### src/rtl/alr_pkg.sv
// ----------------------------------------------------------------------------
// alr_pkg
// Shared constants, types and helpers of the linear resampler.
// ----------------------------------------------------------------------------
package alr_pkg;

  localparam int MAX_BLOCK_FRAMES = 4096;
  localparam int MAX_RESULTS      = 64;

  localparam int SAMPLE_W = 16;
  localparam int RATE_W   = 18;
  localparam int VOL_W    = 7;
  localparam int FRAMES_W = 13;
  localparam int IDX_W    = $clog2(MAX_BLOCK_FRAMES);
  localparam int CNT_W    = 16;
  localparam int FRAC_W   = 32;
  localparam int POS_W    = IDX_W + FRAC_W;
  localparam int BUF_AW   = $clog2(MAX_RESULTS);
  localparam int KEPT_W   = $clog2(MAX_RESULTS + 1);
  localparam int DIV_W    = POS_W;
  localparam int DVS_W    = RATE_W;
  localparam int MIX_W    = SAMPLE_W + 1;
  localparam int VPROD_W  = MIX_W + VOL_W + 1;
  localparam int IPROD_W  = 2 * MIX_W;

  // divide by 100 as multiply by ceil(2^30/100), exact for magnitudes below 2^23
  localparam int VOL_SHIFT = 30;
  localparam int VREC_W    = 24;

  localparam int APB_AW = 4;
  localparam int APB_DW = 32;

  localparam logic [RATE_W-1:0] RESET_SRC_RATE    = RATE_W'(48000);
  localparam logic [RATE_W-1:0] RESET_OUTPUT_RATE = RATE_W'(48000);
  localparam logic [VOL_W-1:0]  RESET_VOLUME      = VOL_W'(100);
  localparam logic [VREC_W-1:0] VOL_RECIP         =
    VREC_W'(((64'd1 << VOL_SHIFT) + 64'd99) / 64'd100);

  localparam logic [1:0] REG_SRC_RATE    = 2'd0;
  localparam logic [1:0] REG_OUTPUT_RATE = 2'd1;
  localparam logic [1:0] REG_VOLUME      = 2'd2;

  typedef enum logic {DIV_COUNT, DIV_STEP} div_sel_e;
  typedef enum logic {EMIT_SAMPLE, EMIT_INTERP} emit_sel_e;

  typedef struct packed {
    logic      load;
    logic      mix_mul;
    logic      vol_mul;
    logic      set_s_mono;
    logic      set_s_vol;
    logic      div_start;
    div_sel_e  div_sel;
    logic      blk_mul;
    logic      set_count;
    logic      set_step;
    logic      mark_before;
    logic      int_mul;
    logic      emit;
    emit_sel_e emit_sel;
    logic      count;
    logic      finish;
    logic      rd;
    logic      rd_next;
  } dp_cmd_t;

  typedef struct packed {
    logic div_done;
    logic mode;
    logic rates_eq;
    logic first;
    logic step_needed;
    logic flat;
    logic fill;
    logic interp;
    logic last;
    logic kept_zero;
    logic rd_last;
  } dp_status_t;

  function automatic logic signed [SAMPLE_W-1:0] sat16(input logic signed [MIX_W:0] v);
    logic signed [MIX_W:0] lo;
    logic signed [MIX_W:0] hi;
    lo = -(MIX_W+1)'(32768);
    hi = (MIX_W+1)'(32767);
    if (v < lo) return SAMPLE_W'(lo);
    else if (v > hi) return SAMPLE_W'(hi);
    else return v[SAMPLE_W-1:0];
  endfunction

endpackage

### src/rtl/alr_if.sv
// ----------------------------------------------------------------------------
// alr_in_if / alr_out_if
// Valid/ready channels for input frames and resampled results.
// ----------------------------------------------------------------------------
interface alr_in_if;
  logic                                  valid;
  logic                                  ready;
  logic                                  mode;
  logic signed [alr_pkg::SAMPLE_W-1:0]   sample_a;
  logic signed [alr_pkg::SAMPLE_W-1:0]   sample_b;
  logic        [alr_pkg::FRAMES_W-1:0]   block_frames;
  modport source (output valid, mode, sample_a, sample_b, block_frames, input ready);
  modport sink   (input valid, mode, sample_a, sample_b, block_frames, output ready);
endinterface

interface alr_out_if;
  logic                                  valid;
  logic                                  ready;
  logic signed [alr_pkg::SAMPLE_W-1:0]   out_sample;
  logic                                  last_of_run;
  logic                                  end_of_block;
  logic                                  overflow;
  modport source (output valid, out_sample, last_of_run, end_of_block, overflow, input ready);
  modport sink   (input valid, out_sample, last_of_run, end_of_block, overflow, output ready);
endinterface

### src/rtl/audio_block_linear_resampler_top.sv
// ----------------------------------------------------------------------------
// audio_block_linear_resampler_top
// Linear-interpolation sample-rate converter with APB configuration.
// ----------------------------------------------------------------------------
// One frame is taken at a time; the next is accepted only after every result
// of the current one has been delivered. A mono frame that starts no block
// is captured, passes the mix and dispatch states, then runs the interpolation
// loop (a single pass state with equal rates) and is closed; each interpolated
// output takes a multiply and an emit state, each output repeated from the
// frame an emit, and each delivered result a read and a show state. A stereo
// frame adds the volume multiply and scale states. The first frame of a block
// with unequal rates adds the output-count divide and the step divide: both
// share one bit-serial 44-bit divider. Outputs cut beyond 64 still step, one
// per cycle (interpolated ones via both states): frame time grows with them.
// Registers: 0x0 input rate, 0x4 output rate, 0x8 volume.
// ----------------------------------------------------------------------------
module audio_block_linear_resampler_top
  import alr_pkg::*;
(
  input  logic                         clk_i,
  input  logic                         rst_ni,
  alr_in_if.sink                       in_i,
  alr_out_if.source                    out_o,
  input  logic                         psel,
  input  logic                         penable,
  input  logic                         pwrite,
  input  logic [alr_pkg::APB_AW-1:0]   paddr,
  input  logic [alr_pkg::APB_DW-1:0]   pwdata,
  output logic [alr_pkg::APB_DW-1:0]   prdata,
  output logic                         pready
);
  logic [RATE_W-1:0] src_rate_q, output_rate_q;
  logic [VOL_W-1:0]  volume_q;
  logic              wr_en;
  dp_cmd_t           cmd;
  dp_status_t        status;

  assign pready = 1'b1;
  assign wr_en  = psel & penable & pwrite;

  always_ff @(posedge clk_i or negedge rst_ni) begin
    if (!rst_ni) begin
      src_rate_q    <= RESET_SRC_RATE;
      output_rate_q <= RESET_OUTPUT_RATE;
      volume_q      <= RESET_VOLUME;
    end else if (wr_en) begin
      unique case (paddr[3:2])
        REG_SRC_RATE:    src_rate_q    <= pwdata[RATE_W-1:0];
        REG_OUTPUT_RATE: output_rate_q <= pwdata[RATE_W-1:0];
        REG_VOLUME:      volume_q      <= pwdata[VOL_W-1:0];
        default: ;
      endcase
    end
  end

  always_comb begin
    unique case (paddr[3:2])
      REG_SRC_RATE:    prdata = APB_DW'(src_rate_q);
      REG_OUTPUT_RATE: prdata = APB_DW'(output_rate_q);
      REG_VOLUME:      prdata = APB_DW'(volume_q);
      default:         prdata = '0;
    endcase
  end

  alr_ctrl u_ctrl (
    .clk_i       (clk_i),
    .rst_ni      (rst_ni),
    .in_valid_i  (in_i.valid),
    .in_ready_o  (in_i.ready),
    .out_valid_o (out_o.valid),
    .out_ready_i (out_o.ready),
    .status_i    (status),
    .cmd_o       (cmd)
  );

  alr_dp u_dp (
    .clk_i          (clk_i),
    .rst_ni         (rst_ni),
    .src_rate_i     (src_rate_q),
    .output_rate_i  (output_rate_q),
    .volume_i       (volume_q),
    .mode_i         (in_i.mode),
    .sample_a_i     (in_i.sample_a),
    .sample_b_i     (in_i.sample_b),
    .block_frames_i (in_i.block_frames),
    .cmd_i          (cmd),
    .status_o       (status),
    .out_sample_o   (out_o.out_sample),
    .last_of_run_o  (out_o.last_of_run),
    .end_of_block_o (out_o.end_of_block),
    .overflow_o     (out_o.overflow)
  );

endmodule

### src/rtl/alr_div.sv
// ----------------------------------------------------------------------------
// alr_div
// Restoring divider, one quotient bit per cycle.
// ----------------------------------------------------------------------------
module alr_div
  import alr_pkg::*;
(
  input  logic                           clk_i,
  input  logic                           rst_ni,
  input  logic                           start_i,
  input  logic [alr_pkg::DIV_W-1:0]      dividend_i,
  input  logic [alr_pkg::DVS_W-1:0]      divisor_i,
  output logic [alr_pkg::DIV_W-1:0]      quotient_o,
  output logic [alr_pkg::DVS_W-1:0]      remainder_o,
  output logic                           done_o
);
  localparam int CW = $clog2(DIV_W);

  logic [DVS_W:0]   rem_q, rem_d;
  logic [DIV_W-1:0] quo_q, quo_d;
  logic [DVS_W-1:0] dvs_q;
  logic [CW-1:0]    cnt_q;
  logic             busy_q;
  logic [DVS_W:0]   shifted;
  logic             ge;

  always_comb begin
    shifted = {rem_q[DVS_W-1:0], quo_q[DIV_W-1]};
    ge      = shifted >= {1'b0, dvs_q};
    rem_d   = ge ? shifted - {1'b0, dvs_q} : shifted;
    quo_d   = {quo_q[DIV_W-2:0], ge};
  end

  always_ff @(posedge clk_i or negedge rst_ni) begin
    if (!rst_ni) begin
      busy_q <= 1'b0;
      cnt_q  <= '0;
    end else if (start_i) begin
      busy_q <= 1'b1;
      cnt_q  <= CW'(DIV_W - 1);
    end else if (busy_q) begin
      cnt_q <= cnt_q - 1'b1;
      if (cnt_q == '0) busy_q <= 1'b0;
    end
  end

  always_ff @(posedge clk_i) begin
    if (start_i) begin
      rem_q <= '0;
      quo_q <= dividend_i;
      dvs_q <= divisor_i;
    end else if (busy_q) begin
      rem_q <= rem_d;
      quo_q <= quo_d;
    end
  end

  assign quotient_o  = quo_q;
  assign remainder_o = rem_q[DVS_W-1:0];
  assign done_o      = ~busy_q;

endmodule

### src/rtl/alr_dp.sv
// ----------------------------------------------------------------------------
// alr_dp
// Resampler datapath: downmix, block setup, interpolation, result buffer.
// ----------------------------------------------------------------------------
module alr_dp
  import alr_pkg::*;
(
  input  logic                                clk_i,
  input  logic                                rst_ni,
  input  logic [alr_pkg::RATE_W-1:0]          src_rate_i,
  input  logic [alr_pkg::RATE_W-1:0]          output_rate_i,
  input  logic [alr_pkg::VOL_W-1:0]           volume_i,
  input  logic                                mode_i,
  input  logic signed [alr_pkg::SAMPLE_W-1:0] sample_a_i,
  input  logic signed [alr_pkg::SAMPLE_W-1:0] sample_b_i,
  input  logic [alr_pkg::FRAMES_W-1:0]        block_frames_i,
  input  alr_pkg::dp_cmd_t                    cmd_i,
  output alr_pkg::dp_status_t                 status_o,
  output logic signed [alr_pkg::SAMPLE_W-1:0] out_sample_o,
  output logic                                last_of_run_o,
  output logic                                end_of_block_o,
  output logic                                overflow_o
);
  localparam logic [FRAMES_W-1:0] FRAMES_MAX = FRAMES_W'(MAX_BLOCK_FRAMES);

  // captured item
  logic                       mode_q;
  logic signed [SAMPLE_W-1:0] a_q, b_q, s_q;
  logic [FRAMES_W-1:0]        frames_q, frames_cl;

  // block state
  logic [RATE_W-1:0]          rem_q;
  logic [IDX_W-1:0]           frame_idx_q;
  logic signed [SAMPLE_W-1:0] prev_q;
  logic [CNT_W-1:0]           cnt_q, emitted_q;
  logic [POS_W-1:0]           pos_q, step_q;

  // work registers
  logic signed [VPROD_W-1:0]  vprod_q;
  logic [MIX_W-1:0]           vq_q;
  logic [FRAMES_W+RATE_W-1:0] bprod_q;
  logic signed [IPROD_W-1:0]  iprod_q;
  logic                       before_lt_q, eob_q, over_q;
  logic [KEPT_W-1:0]          kept_q;
  logic [BUF_AW-1:0]          rd_idx_q;
  logic signed [SAMPLE_W-1:0] rdata_q;
  logic signed [SAMPLE_W-1:0] buf_mem [MAX_RESULTS];

  logic signed [MIX_W-1:0]    sum, mixed, diff;
  logic [VPROD_W-1:0]         vmag;
  logic [VPROD_W+VREC_W-1:0]  vscaled;
  logic [DIV_W-1:0]           dividend;
  logic [DVS_W-1:0]           divisor;
  logic [DIV_W-1:0]           quo;
  logic [DVS_W-1:0]           drem;
  logic                       div_done;
  logic [FRAMES_W-1:0]        fm1;
  logic signed [MIX_W:0]      vsigned, isum;
  logic signed [SAMPLE_W-1:0] ival, wdata;
  logic                       last;
  logic [31:0]                cnt_sum;

  always_comb begin
    if (block_frames_i == '0) frames_cl = FRAMES_W'(1);
    else if (block_frames_i > FRAMES_MAX) frames_cl = FRAMES_MAX;
    else frames_cl = block_frames_i;
  end

  always_comb begin
    sum     = MIX_W'(a_q) + MIX_W'(b_q);
    // halve, rounding toward zero
    mixed   = (sum < 0) ? (sum + MIX_W'(1)) >>> 1 : sum >>> 1;
    vmag    = (vprod_q < 0) ? VPROD_W'(-vprod_q) : VPROD_W'(vprod_q);
    vscaled = vmag * VOL_RECIP;
    fm1     = frames_q - FRAMES_W'(1);
    cnt_sum = 32'(bprod_q) + 32'(rem_q);
    unique case (cmd_i.div_sel)
      DIV_COUNT: begin
        dividend = DIV_W'(cnt_sum);
        divisor  = (src_rate_i == '0) ? DVS_W'(1) : src_rate_i;
      end
      default: begin
        dividend = {fm1[IDX_W-1:0], {FRAC_W{1'b0}}};
        divisor  = DVS_W'(cnt_q - CNT_W'(1));
      end
    endcase
    vsigned = (vprod_q < 0) ? -$signed({1'b0, vq_q})
                            : $signed({1'b0, vq_q});
    diff    = MIX_W'(s_q) - MIX_W'(prev_q);
    // floor of the product over 2^16 is an arithmetic shift
    isum    = (MIX_W+1)'(prev_q) + iprod_q[IPROD_W-1:16];
    ival    = sat16(isum);
    wdata   = (cmd_i.emit_sel == EMIT_INTERP) ? ival : s_q;
    last    = (FRAMES_W'(frame_idx_q) + FRAMES_W'(1)) >= frames_q;
  end

  alr_div u_div (
    .clk_i       (clk_i),
    .rst_ni      (rst_ni),
    .start_i     (cmd_i.div_start),
    .dividend_i  (dividend),
    .divisor_i   (divisor),
    .quotient_o  (quo),
    .remainder_o (drem),
    .done_o      (div_done)
  );

  always_ff @(posedge clk_i) begin
    if (cmd_i.load) begin
      mode_q   <= mode_i;
      a_q      <= sample_a_i;
      b_q      <= sample_b_i;
      frames_q <= frames_cl;
    end
    if (cmd_i.mix_mul) vprod_q <= VPROD_W'(mixed * $signed({1'b0, volume_i}));
    if (cmd_i.vol_mul) vq_q <= vscaled[VOL_SHIFT +: MIX_W];
    if (cmd_i.set_s_mono) s_q <= a_q;
    if (cmd_i.set_s_vol) s_q <= sat16(vsigned);
    if (cmd_i.blk_mul) bprod_q <= (FRAMES_W+RATE_W)'(frames_q * output_rate_i);
    if (cmd_i.int_mul) iprod_q <= diff * $signed({1'b0, pos_q[FRAC_W-1:16]});
    if (cmd_i.emit && kept_q < KEPT_W'(MAX_RESULTS)) buf_mem[kept_q[BUF_AW-1:0]] <= wdata;
    if (cmd_i.rd) rdata_q <= buf_mem[rd_idx_q];
  end

  always_ff @(posedge clk_i or negedge rst_ni) begin
    if (!rst_ni) begin
      rem_q       <= '0;
      frame_idx_q <= '0;
      prev_q      <= '0;
      cnt_q       <= '0;
      emitted_q   <= '0;
      pos_q       <= '0;
      step_q      <= '0;
      before_lt_q <= 1'b0;
      eob_q       <= 1'b0;
      over_q      <= 1'b0;
      kept_q      <= '0;
      rd_idx_q    <= '0;
    end else begin
      if (cmd_i.load) begin
        kept_q   <= '0;
        over_q   <= 1'b0;
        rd_idx_q <= '0;
      end
      if (cmd_i.set_count) begin
        cnt_q     <= (quo[DIV_W-1:CNT_W] != '0) ? {CNT_W{1'b1}} : quo[CNT_W-1:0];
        rem_q     <= drem;
        emitted_q <= '0;
        pos_q     <= '0;
        step_q    <= '0;
      end
      if (cmd_i.set_step) step_q <= quo;
      if (cmd_i.mark_before) before_lt_q <= emitted_q < cnt_q;
      if (cmd_i.emit) begin
        if (kept_q < KEPT_W'(MAX_RESULTS)) kept_q <= kept_q + 1'b1;
        else over_q <= 1'b1;
      end
      if (cmd_i.count) begin
        emitted_q <= emitted_q + 1'b1;
        if (cmd_i.emit_sel == EMIT_INTERP) pos_q <= pos_q + step_q;
      end
      if (cmd_i.finish) begin
        prev_q      <= s_q;
        frame_idx_q <= last ? '0 : frame_idx_q + 1'b1;
        eob_q       <= (src_rate_i == output_rate_i) ? last
                       : (before_lt_q && emitted_q == cnt_q);
      end
      if (cmd_i.rd_next) rd_idx_q <= rd_idx_q + 1'b1;
    end
  end

  always_comb begin
    status_o.div_done    = div_done;
    status_o.mode        = mode_q;
    status_o.rates_eq    = src_rate_i == output_rate_i;
    status_o.first       = frame_idx_q == '0;
    status_o.step_needed = cnt_q >= CNT_W'(2) && frames_q >= FRAMES_W'(2);
    status_o.flat        = cnt_q == CNT_W'(1) || frames_q == FRAMES_W'(1);
    status_o.fill        = emitted_q < cnt_q;
    status_o.interp      = (emitted_q < cnt_q) && (pos_q[POS_W-1:FRAC_W] < frame_idx_q);
    status_o.last        = last;
    status_o.kept_zero   = kept_q == '0;
    status_o.rd_last     = (KEPT_W'(rd_idx_q) + KEPT_W'(1)) == kept_q;
  end

  assign out_sample_o   = rdata_q;
  assign last_of_run_o  = status_o.rd_last;
  assign end_of_block_o = status_o.rd_last & eob_q;
  assign overflow_o     = over_q;

  a_kept_bound: assert property (@(posedge clk_i) disable iff (!rst_ni)
    kept_q <= KEPT_W'(MAX_RESULTS)) else $error("result buffer count out of range");
  a_emitted_bound: assert property (@(posedge clk_i) disable iff (!rst_ni)
    emitted_q <= cnt_q) else $error("emitted more outputs than the block holds");
  a_div_idle: assert property (@(posedge clk_i) disable iff (!rst_ni)
    cmd_i.div_start |-> div_done) else $error("divider restarted while busy");
  a_drop_full: assert property (@(posedge clk_i) disable iff (!rst_ni)
    over_q |-> kept_q == KEPT_W'(MAX_RESULTS)) else $error("drop flagged before buffer full");

endmodule

### src/rtl/alr_ctrl.sv
// ----------------------------------------------------------------------------
// alr_ctrl
// Sequencer: steps the datapath through one frame and drains its results.
// ----------------------------------------------------------------------------
module alr_ctrl
  import alr_pkg::*;
(
  input  logic                 clk_i,
  input  logic                 rst_ni,
  input  logic                 in_valid_i,
  output logic                 in_ready_o,
  output logic                 out_valid_o,
  input  logic                 out_ready_i,
  input  alr_pkg::dp_status_t  status_i,
  output alr_pkg::dp_cmd_t     cmd_o
);
  typedef enum logic [4:0] {
    S_IDLE, S_MIX, S_VMUL, S_VSCALE, S_DISPATCH, S_PASS, S_BMUL, S_CSTART,
    S_CWAIT, S_CHECK, S_SSTART, S_SWAIT, S_MARK, S_FLAT, S_ILOOP, S_IEMIT,
    S_FILL, S_FINISH, S_READ, S_SHOW
  } state_e;

  state_e state_q, state_d;

  always_comb begin
    state_d = state_q;
    cmd_o   = '0;
    unique case (state_q)
      S_IDLE: if (in_valid_i) begin
        cmd_o.load = 1'b1;
        state_d    = S_MIX;
      end
      S_MIX: begin
        if (status_i.mode) begin
          cmd_o.mix_mul = 1'b1;
          state_d       = S_VMUL;
        end else begin
          cmd_o.set_s_mono = 1'b1;
          state_d          = S_DISPATCH;
        end
      end
      S_VMUL: begin
        cmd_o.vol_mul = 1'b1;
        state_d       = S_VSCALE;
      end
      S_VSCALE: begin
        cmd_o.set_s_vol = 1'b1;
        state_d         = S_DISPATCH;
      end
      S_DISPATCH: begin
        priority if (status_i.rates_eq) state_d = S_PASS;
        else if (status_i.first) state_d = S_BMUL;
        else state_d = S_MARK;
      end
      S_PASS: begin
        cmd_o.emit = 1'b1;
        state_d    = S_FINISH;
      end
      S_BMUL: begin
        cmd_o.blk_mul = 1'b1;
        state_d       = S_CSTART;
      end
      S_CSTART: begin
        cmd_o.div_start = 1'b1;
        cmd_o.div_sel   = DIV_COUNT;
        state_d         = S_CWAIT;
      end
      S_CWAIT: begin
        cmd_o.div_sel = DIV_COUNT;
        if (status_i.div_done) begin
          cmd_o.set_count = 1'b1;
          state_d         = S_CHECK;
        end
      end
      S_CHECK: state_d = status_i.step_needed ? S_SSTART : S_MARK;
      S_SSTART: begin
        cmd_o.div_start = 1'b1;
        cmd_o.div_sel   = DIV_STEP;
        state_d         = S_SWAIT;
      end
      S_SWAIT: if (status_i.div_done) begin
        cmd_o.set_step = 1'b1;
        state_d        = S_MARK;
      end
      S_MARK: begin
        cmd_o.mark_before = 1'b1;
        state_d = (status_i.first && status_i.flat) ? S_FLAT : S_ILOOP;
      end
      S_FLAT: begin
        if (status_i.fill) begin
          cmd_o.emit  = 1'b1;
          cmd_o.count = 1'b1;
        end else state_d = S_ILOOP;
      end
      S_ILOOP: begin
        priority if (status_i.interp) begin
          cmd_o.int_mul = 1'b1;
          state_d       = S_IEMIT;
        end else if (status_i.last) state_d = S_FILL;
        else state_d = S_FINISH;
      end
      S_IEMIT: begin
        cmd_o.emit     = 1'b1;
        cmd_o.count    = 1'b1;
        cmd_o.emit_sel = EMIT_INTERP;
        state_d        = S_ILOOP;
      end
      S_FILL: begin
        if (status_i.fill) begin
          cmd_o.emit  = 1'b1;
          cmd_o.count = 1'b1;
        end else state_d = S_FINISH;
      end
      S_FINISH: begin
        cmd_o.finish = 1'b1;
        state_d      = status_i.kept_zero ? S_IDLE : S_READ;
      end
      S_READ: begin
        cmd_o.rd = 1'b1;
        state_d  = S_SHOW;
      end
      S_SHOW: if (out_ready_i) begin
        cmd_o.rd_next = 1'b1;
        state_d       = status_i.rd_last ? S_IDLE : S_READ;
      end
      default: state_d = S_IDLE;
    endcase
  end

  always_ff @(posedge clk_i or negedge rst_ni) begin
    if (!rst_ni) state_q <= S_IDLE;
    else state_q <= state_d;
  end

  assign in_ready_o  = state_q == S_IDLE;
  assign out_valid_o = state_q == S_SHOW;

  a_show_has_data: assert property (@(posedge clk_i) disable iff (!rst_ni)
    out_valid_o |-> !status_i.kept_zero) else $error("result shown from empty buffer");
  a_no_overlap: assert property (@(posedge clk_i) disable iff (!rst_ni)
    !(in_ready_o && out_valid_o)) else $error("input taken while draining");
  a_finish_once: assert property (@(posedge clk_i) disable iff (!rst_ni)
    cmd_o.finish |=> !cmd_o.finish) else $error("frame closed twice");

endmodule

### src/flat_wrapper.sv
// flat-port wrapper written by rule: the top's interface ports become plain ports
module audio_block_linear_resampler_top_flat import alr_pkg::*;
  (clk_i, rst_ni, psel, penable, pwrite, paddr, pwdata, prdata, pready, in_i_valid, in_i_mode, in_i_sample_a, in_i_sample_b, in_i_block_frames, in_i_ready, out_o_valid, out_o_out_sample, out_o_last_of_run, out_o_end_of_block, out_o_overflow, out_o_ready);
  alr_in_if in_i_i ();
  alr_out_if out_o_i ();
  input  logic clk_i;
  input  logic rst_ni;
  input  logic psel;
  input  logic penable;
  input  logic pwrite;
  input  logic [alr_pkg::APB_AW-1:0] paddr;
  input  logic [alr_pkg::APB_DW-1:0] pwdata;
  output logic [alr_pkg::APB_DW-1:0] prdata;
  output logic pready;
  input wire logic [$bits(in_i_i.valid)-1:0] in_i_valid;
  input wire logic [$bits(in_i_i.mode)-1:0] in_i_mode;
  input wire logic [$bits(in_i_i.sample_a)-1:0] in_i_sample_a;
  input wire logic [$bits(in_i_i.sample_b)-1:0] in_i_sample_b;
  input wire logic [$bits(in_i_i.block_frames)-1:0] in_i_block_frames;
  output wire logic [$bits(in_i_i.ready)-1:0] in_i_ready;
  output wire logic [$bits(out_o_i.valid)-1:0] out_o_valid;
  output wire logic [$bits(out_o_i.out_sample)-1:0] out_o_out_sample;
  output wire logic [$bits(out_o_i.last_of_run)-1:0] out_o_last_of_run;
  output wire logic [$bits(out_o_i.end_of_block)-1:0] out_o_end_of_block;
  output wire logic [$bits(out_o_i.overflow)-1:0] out_o_overflow;
  input wire logic [$bits(out_o_i.ready)-1:0] out_o_ready;
  assign in_i_i.valid = in_i_valid;
  assign in_i_i.mode = in_i_mode;
  assign in_i_i.sample_a = in_i_sample_a;
  assign in_i_i.sample_b = in_i_sample_b;
  assign in_i_i.block_frames = in_i_block_frames;
  assign in_i_ready = in_i_i.ready;
  assign out_o_valid = out_o_i.valid;
  assign out_o_out_sample = out_o_i.out_sample;
  assign out_o_last_of_run = out_o_i.last_of_run;
  assign out_o_end_of_block = out_o_i.end_of_block;
  assign out_o_overflow = out_o_i.overflow;
  assign out_o_i.ready = out_o_ready;
  audio_block_linear_resampler_top u_core (.clk_i(clk_i), .rst_ni(rst_ni), .in_i(in_i_i), .out_o(out_o_i), .psel(psel), .penable(penable), .pwrite(pwrite), .paddr(paddr), .pwdata(pwdata), .prdata(prdata), .pready(pready));
endmodule
### config.mk
export PLATFORM = sky130hd
export DESIGN_NAME = audio_block_linear_resampler_top_flat
export DESIGN_NICKNAME = d
export VERILOG_FILES = /design/src/rtl/alr_pkg.sv /design/src/rtl/alr_if.sv /design/src/rtl/audio_block_linear_resampler_top.sv /design/src/rtl/alr_div.sv /design/src/rtl/alr_dp.sv /design/src/rtl/alr_ctrl.sv /design/src/flat_wrapper.sv
export SDC_FILE = /design/constraint.sdc
export NUM_CORES = 2
export LEC_CHECK = 0
export BUFFER_PORTS_ARGS = -buffer_cell sky130_fd_sc_hd__buf_2
export CAP_MARGIN = 20
export CELL_PAD_IN_SITES_DETAIL_PLACEMENT = 1
export CELL_PAD_IN_SITES_GLOBAL_PLACEMENT = 1
export CORE_MARGIN = 2
export CORE_UTILIZATION = 35
export CTS_BUF_LIST = sky130_fd_sc_hd__clkbuf_2 sky130_fd_sc_hd__clkbuf_4 sky130_fd_sc_hd__clkbuf_8
export CTS_CLUSTER_SIZE = 20
export DETAILED_ROUTE_END_ITERATION = 8
export GPL_ROUTABILITY_DRIVEN = 0
export PLACE_DENSITY = 0.58
export SYNTH_ARGS = -nofsm -noshare
export SYNTH_HDL_FRONTEND = slang
export SYNTH_HIERARCHICAL = 1
export SYNTH_SLANG_ARGS = --single-unit
### constraint.sdc
create_clock -name clk_i -period 20.8 [get_ports clk_i]
set_input_delay 2.08 -clock clk_i [delete_from_list [all_inputs] [get_ports clk_i]]
set_output_delay 2.08 -clock clk_i [all_outputs]
set_load 0.05 [all_outputs]
Word level (Yosys, flattened, before mapping):

Memories as Yosys holds them, arrays and structs flattened. A register that Yosys moved wholly into a read port is not among the register bits.
Cells that the tools add are included.

* register bits after elaboration: 486
* RAM bits: 1024
* input bits: 89
* logic and storage cells: 214
* memories: 1

* add/sub/neg operators: 18
* $mul: 4
* order comparisons: 14
* equal/unequal tests: 32
* muxes and demuxes: 84
* bitwise logic cells: 3
* reductions and logical operators: 27

Memory list
* u_core.u_dp.buf_mem: words 64, bits a word 16, read ports 1, clocked after Yosys merged registers in 1, wr ports 1, line alr_dp.sv:47 `logic signed [SAMPLE_W-1:0] buf_mem [MAX_RESULTS];`

Operator list (number)
* $mux W44: 8
* $mux W16: 10
* $pmux W5 S20: 1
* $mux W18: 4
* $pmux W18 S3: 1
* $mux W5: 10
* $mul A25 B24 Y47 const B: 1
* $add A44 B44 Y44: 1
* $eq A5 B4 Y1 const B: 8
* $gt A18 B16 Y1 const B: 2
* $lt A18 B16 Y1 const B: 2
* $mul A17 B17 Y34: 1
* $mux W1: 33
* $add A31 B18 Y32: 1
* $mul A13 B18 Y31: 1
* $reduce_bool A28 Y1: 1
* $lt A25 B1 Y1 const B: 1
* $mul A17 B8 Y25: 1
* $mux W25: 1
* $neg A25 Y25: 1
* $mux W6: 4
* $mux W7: 3
* $eq A5 B3 Y1 const B: 4
* $eq A5 B5 Y1 const B: 4
* 56 further kinds: 78

Logic depth before layout (Yosys ltp):

* depth after elaboration: 6
* mapped depth: 36
* depth with buffers taken out: 35

Cells and area by module:

Netlist, hierarchy kept.

By module, submodules not included
* alr_dp: times used 1, cells an instance 7318, area each 93564.7 µm², sequential area each 40378.7 µm²
* alr_div: times used 1, cells an instance 389, area each 4529.3 µm², sequential area each 2397.3 µm²
* audio_block_linear_resampler_top: times used 1, cells an instance 158, area each 2125.8 µm², sequential area each 1097.3 µm²
* alr_ctrl: times used 1, cells an instance 106, area each 747.0 µm², sequential area each 125.1 µm²

Worst setup path before layout:

No wires, ideal clock.

* path kind: flip-flop to flip-flop
* start: register u_core.u_dp.s_q[0]
* end: register u_core.u_dp.iprod_q[32], data pin
* library setup time: 0.262 ns
* data arrival time: 7.890 ns
* data required time: 20.538 ns
* setup slack: 12.648 ns
* stages on the path, launching flop included: 36
* buffers on the path: 2
* path through: edfxtp_1 inv_1 ha_1 fa_1 nor2b_1 o21ai_0 a21boi_0 o21ai_0 a21boi_1 o21ai_0 a21boi_0 o21ai_0 a21o_1 clkbuf_1 buf_2 mux2_2 fa_1 fa_1 fa_1 inv_1 fa_1 fa_1 inv_1 fa_1 inv_1 ha_1 nand2_1 a211oi_1 o211ai_1 a311oi_1 a21oi_1 o21ai_0 a21oi_1 nor2b_1 o21bai_1 xor2_1

* cells in the longest elaborated chain, start to end: 2

RTL lines
* start: declaration: line alr_dp.sv:28 `logic signed [SAMPLE_W-1:0] a_q, b_q, s_q;`
* start signal: assignment: line alr_dp.sv:117 `if (cmd_i.set_s_mono) s_q <= a_q;`
* start signal: assignment: line alr_dp.sv:118 `if (cmd_i.set_s_vol) s_q <= sat16(vsigned);`
* $sub A16 B16 Y17: line alr_dp.sv:89 `diff = MIX_W'(s_q) - MIX_W'(prev_q);`
* $mul A17 B17 Y34: line alr_dp.sv:120 `if (cmd_i.int_mul) iprod_q <= diff * $signed({1'b0, pos_q[FRAC_W-1:16]});`
* end signal: assignment: line alr_dp.sv:120
* end: declaration: line alr_dp.sv:42 `logic signed [IPROD_W-1:0] iprod_q;`

Every way passes these cells.
A chain may end at the register's enable or synchronous reset.

Final worst setup path:

* start: register u_core.u_dp.prev_q[1]
* end: register u_core.u_dp.iprod_q[32], data pin

* cells in the longest elaborated chain, start to end: 2

RTL lines
* start: declaration: line alr_dp.sv:34 `logic signed [SAMPLE_W-1:0] prev_q;`
* start signal: assignment: line alr_dp.sv:163 `prev_q <= s_q;`
* $sub A16 B16 Y17: line alr_dp.sv:89
* $mul A17 B17 Y34: line alr_dp.sv:120

Every way passes these cells.

==> results.cfg <==
[critical_path]
cp.required_ps = 21450
path_max_fanout = 16
setup.worst_path.class = reg2reg
critPathSlowestCell = a311oi_1
cp.arrival_ps = 10700
slowest_delay_ps = 790
worstSetupStartpointType = flip-flop
critPathMostFrequentCell = fa_1
critical_path.endpoint_type = flip-flop

[final_layout]
multi_input_area_um2 = 51280
regArea_um2 = 44010
fin_util = 0.3902
syn2layout_area_growth_pct = 11.07
drive_gt1_frac = 0.1598
finalNetCount = 9766
nFillCells = 30460
stdcell_count = 12220

[place]
portBuffers = 111
dp_cells = 11730
dp_hpwl_um = 203700

[floorplanning]
initial_core_util = 0.3513
die_y_um = 541.1
rows = 197
io_pins = 143
fp.coreArea_um2 = 287400
dieWidth_um = 541.1
die-area_um2 = 292800

[synthesis]
synth_ff_type = edfxtp_1
yosysTopAreaCellShare = 0.3733
ys_warn_count = 6
synth_seq_cells = 1510
ys_async_sr_fraction = 0.1570
syn_inst = 7971
synth_edf_count = 1255
synth_area_leaders = edfxtp_1 37%, fa_1 15%, ha_1 8.3%, mux4_2 7.5%, dfrtp_1 5.5%
yosysSeqAreaShare = 0.4358
syn_area_per_cell_um2 = 12.67
yosys.area.top_type = edfxtp_1
yosys.cell_types.count = 109
synth_area_um2 = 101000

[global_route]
gr-usage-met1 = 0.2699
grt_overflow = 0
grt_usage = 0.1945
grt_pass1_wl_um = 434300
use_met2 = 0.3247
grt_max_degree = 81
antenna_found_initial = 24
grt_pass1_vias = 69300
globalRoute.busiestLayer = met2
met3_usage = 0.02680

[timing]
slew-limit-headroom = 0.1478
tns_ps = 0
finalHoldViolCount = 0
final-setup-viol-count = 0
min_period_ps = 10040
worstMarginPinSlew_ps = 1260
skew_ps = 112.6
fin_crit_sh = 0.4829
rsz0062_at_grt = no
fmax_ghz = 0.09956
timing_max_transition_violations_final = 0

[clock_tree]
numCtsBuffers = 272
clock_latency_ps = 940
root_buffer = clkbuf_8
htreeDepth = 5
cts_tree = built
cts_sinks = 1510
max-clock-path-buffers = 4
cts.clk_slew.worst_paths_ps = 70
cts.repair.resized = 0
cts_hold_buf = 0
post_cts_buffers = 0

[route]
routed_wl_um = 285100
route.detailed.drc = 0
viasPerCell = 5.194
drtIter0Drc = 4199
wire_per_inst_um = 23.34
first_pass_iters = 8
num_vias = 63460
postRouteAntennaNets = 0

[hold_path]
hp-class = reg2reg

[run_status]
status = finished, final reports clean

[run]
maxCapViolations = 0
placed cells by master, fill, tap and decap left out, drive strengths merged, types with 37 or more instances in the layout:
| master | n |
|---|---|
| dfrtp | 220 |
| ha | 673 |
| xor2 | 88 |
| mux2i | 46 |
| nor3 | 76 |
| a21oi | 194 |
| mux2 | 123 |
| and3 | 60 |
| nor2b | 101 |
| fa | 776 |
| a21o | 95 |
| mux4 | 336 |
| clkinv | 87 |
| clkbuf | 366 |
| nand2b | 64 |
| o21ai | 254 |
| and2 | 237 |
| nand2 | 512 |
| buf | 304 |
| edfxtp | 1255 |
| nand3 | 132 |
| a31oi | 37 |
| nand3b | 51 |
| nor2 | 300 |
| nand4 | 47 |
| inv | 1222 |
| xnor2 | 213 |
| a22o | 51 |
| nor4 | 42 |
| o21a | 47 |
per-stage QoR:
step	hold slack, ps	area, µm²	setup WS, ps
CTS	504.7	112000	10690
detailed placement	487.2	106600	10670
global placement	483.6	106500	10860
floorplan	452.4	101000	12650
global route	522.4	112100	10080
finish	498.7	112100	10760
state kept, by name (all words and copies together) (netlist names), 16 cells and up:
register                      cells
u_core/u_dp/buf_mem            1024
u_core/src_rate_q                18
u_core/u_dp/vq_q                 17
u_core/u_dp/vprod_q              25
u_core/u_dp/emitted_q            16
u_core/u_dp/u_div/rem_q          18
u_core/u_dp/cnt_q                16
u_core/u_dp/pos_q                44
u_core/u_dp/iprod_q              18
u_core/u_dp/rem_q                18
u_core/u_dp/b_q                  16
u_core/u_dp/a_q                  16
u_core/u_dp/bprod_q              31
u_core/u_dp/u_div/quotient_o     44
u_core/output_rate_q             18
u_core/u_dp/s_q                  16
u_core/u_dp/step_q               44
u_core/u_dp/out_sample_o         16
u_core/u_dp/u_div/dvs_q          18
u_core/u_dp/prev_q               16
critical path: cells and delay by family (launching register included):
family                   cells  cell delay (ps)
AO/OA/AOI/OAI               13             4250
adder cells (fa/ha/maj)      8             3630
XOR/XNOR                     1               90
AND/OR/NAND/NOR              5              850
buffers and inverters        6              550
flip-flops                   1              460
cell families after synthesis:
kind of cell	after synthesis	share of synthesized area
compound gates	947	0.06249
xor+xnor	301	0.02611
fa+ha+maj	1451	0.2375
buf+inv	1548	0.05917
flops	1510	0.4358
mux	505	0.09364
other cells	2	0.00007438
simple gates	1707	0.08528
routing by layer:
layer	part of all wire	wire, µm	up-vias
met5	0	0	-
met4	0.018	4995	0
met3	0.049	14090	304
met2	0.48	137600	1325
met1	0.45	128400	33550
li1	-	-	28280
area by class of cell:
cell class | count | share of cell area
clock inverter | 113 | 0.007866
clock buffer | 366 | 0.04046
sequential | 1510 | 0.3925
timing repair buffer | 304 | 0.01906
multi-input combinational | 4926 | 0.4572
inverter | 1214 | 0.04063
tap | 3781 | 0.04218
antenna | 4 | 0.00008926
cell usage after synthesis, types with 19 or more instances:
| library cell | n |
|---|---|
| nor2b_1 | 100 |
| xor2_1 | 88 |
| xnor2_1 | 213 |
| nor3_1 | 74 |
| clkbuf_1 | 250 |
| nor2_1 | 299 |
| o31ai_1 | 28 |
| o21bai_1 | 33 |
| and2_1 | 233 |
| nand3_1 | 129 |
| a31oi_1 | 37 |
| mux2i_1 | 46 |
| nand3b_1 | 51 |
| o21ai_0 | 239 |
| nor4_1 | 42 |
| or3_1 | 29 |
| inv_1 | 1210 |
| a22o_1 | 51 |
| and3_1 | 60 |
| ha_1 | 673 |
| buf_1 | 36 |
| fa_1 | 776 |
| nand2_1 | 511 |
| mux2_2 | 112 |
| edfxtp_1 | 1255 |
| buf_2 | 19 |
| nand4_1 | 46 |
| a21oi_1 | 194 |
| a21o_1 | 95 |
| mux4_2 | 336 |
| o21a_1 | 47 |
| a211oi_1 | 28 |
| dfrtp_1 | 220 |
| buf_4 | 24 |
| nand2b_1 | 63 |
path summary, 6_finish.rpt:
kind	slack, ps	cells past startpoint	endpoint	from
max	10760	33	u_core/u_dp/iprod_q[32]	u_core/u_dp/prev_q[1]
min	500	1	u_core/u_dp/pos_q[43]	u_core/u_dp/pos_q[43]
max reg2reg	10760	33	u_core/u_dp/iprod_q[32]	u_core/u_dp/prev_q[1]
min reg2reg	500	1	u_core/u_dp/pos_q[43]	u_core/u_dp/pos_q[43]
max in group asynchronous	17480	3	u_core/u_dp/rd_idx_q[3]	rst_ni
min in group asynchronous	1080	1	u_core/output_rate_q[3]	rst_ni
Power is not shown: default switching activity piles up to over one toggle a cycle in this logic, so the estimate is an artifact.
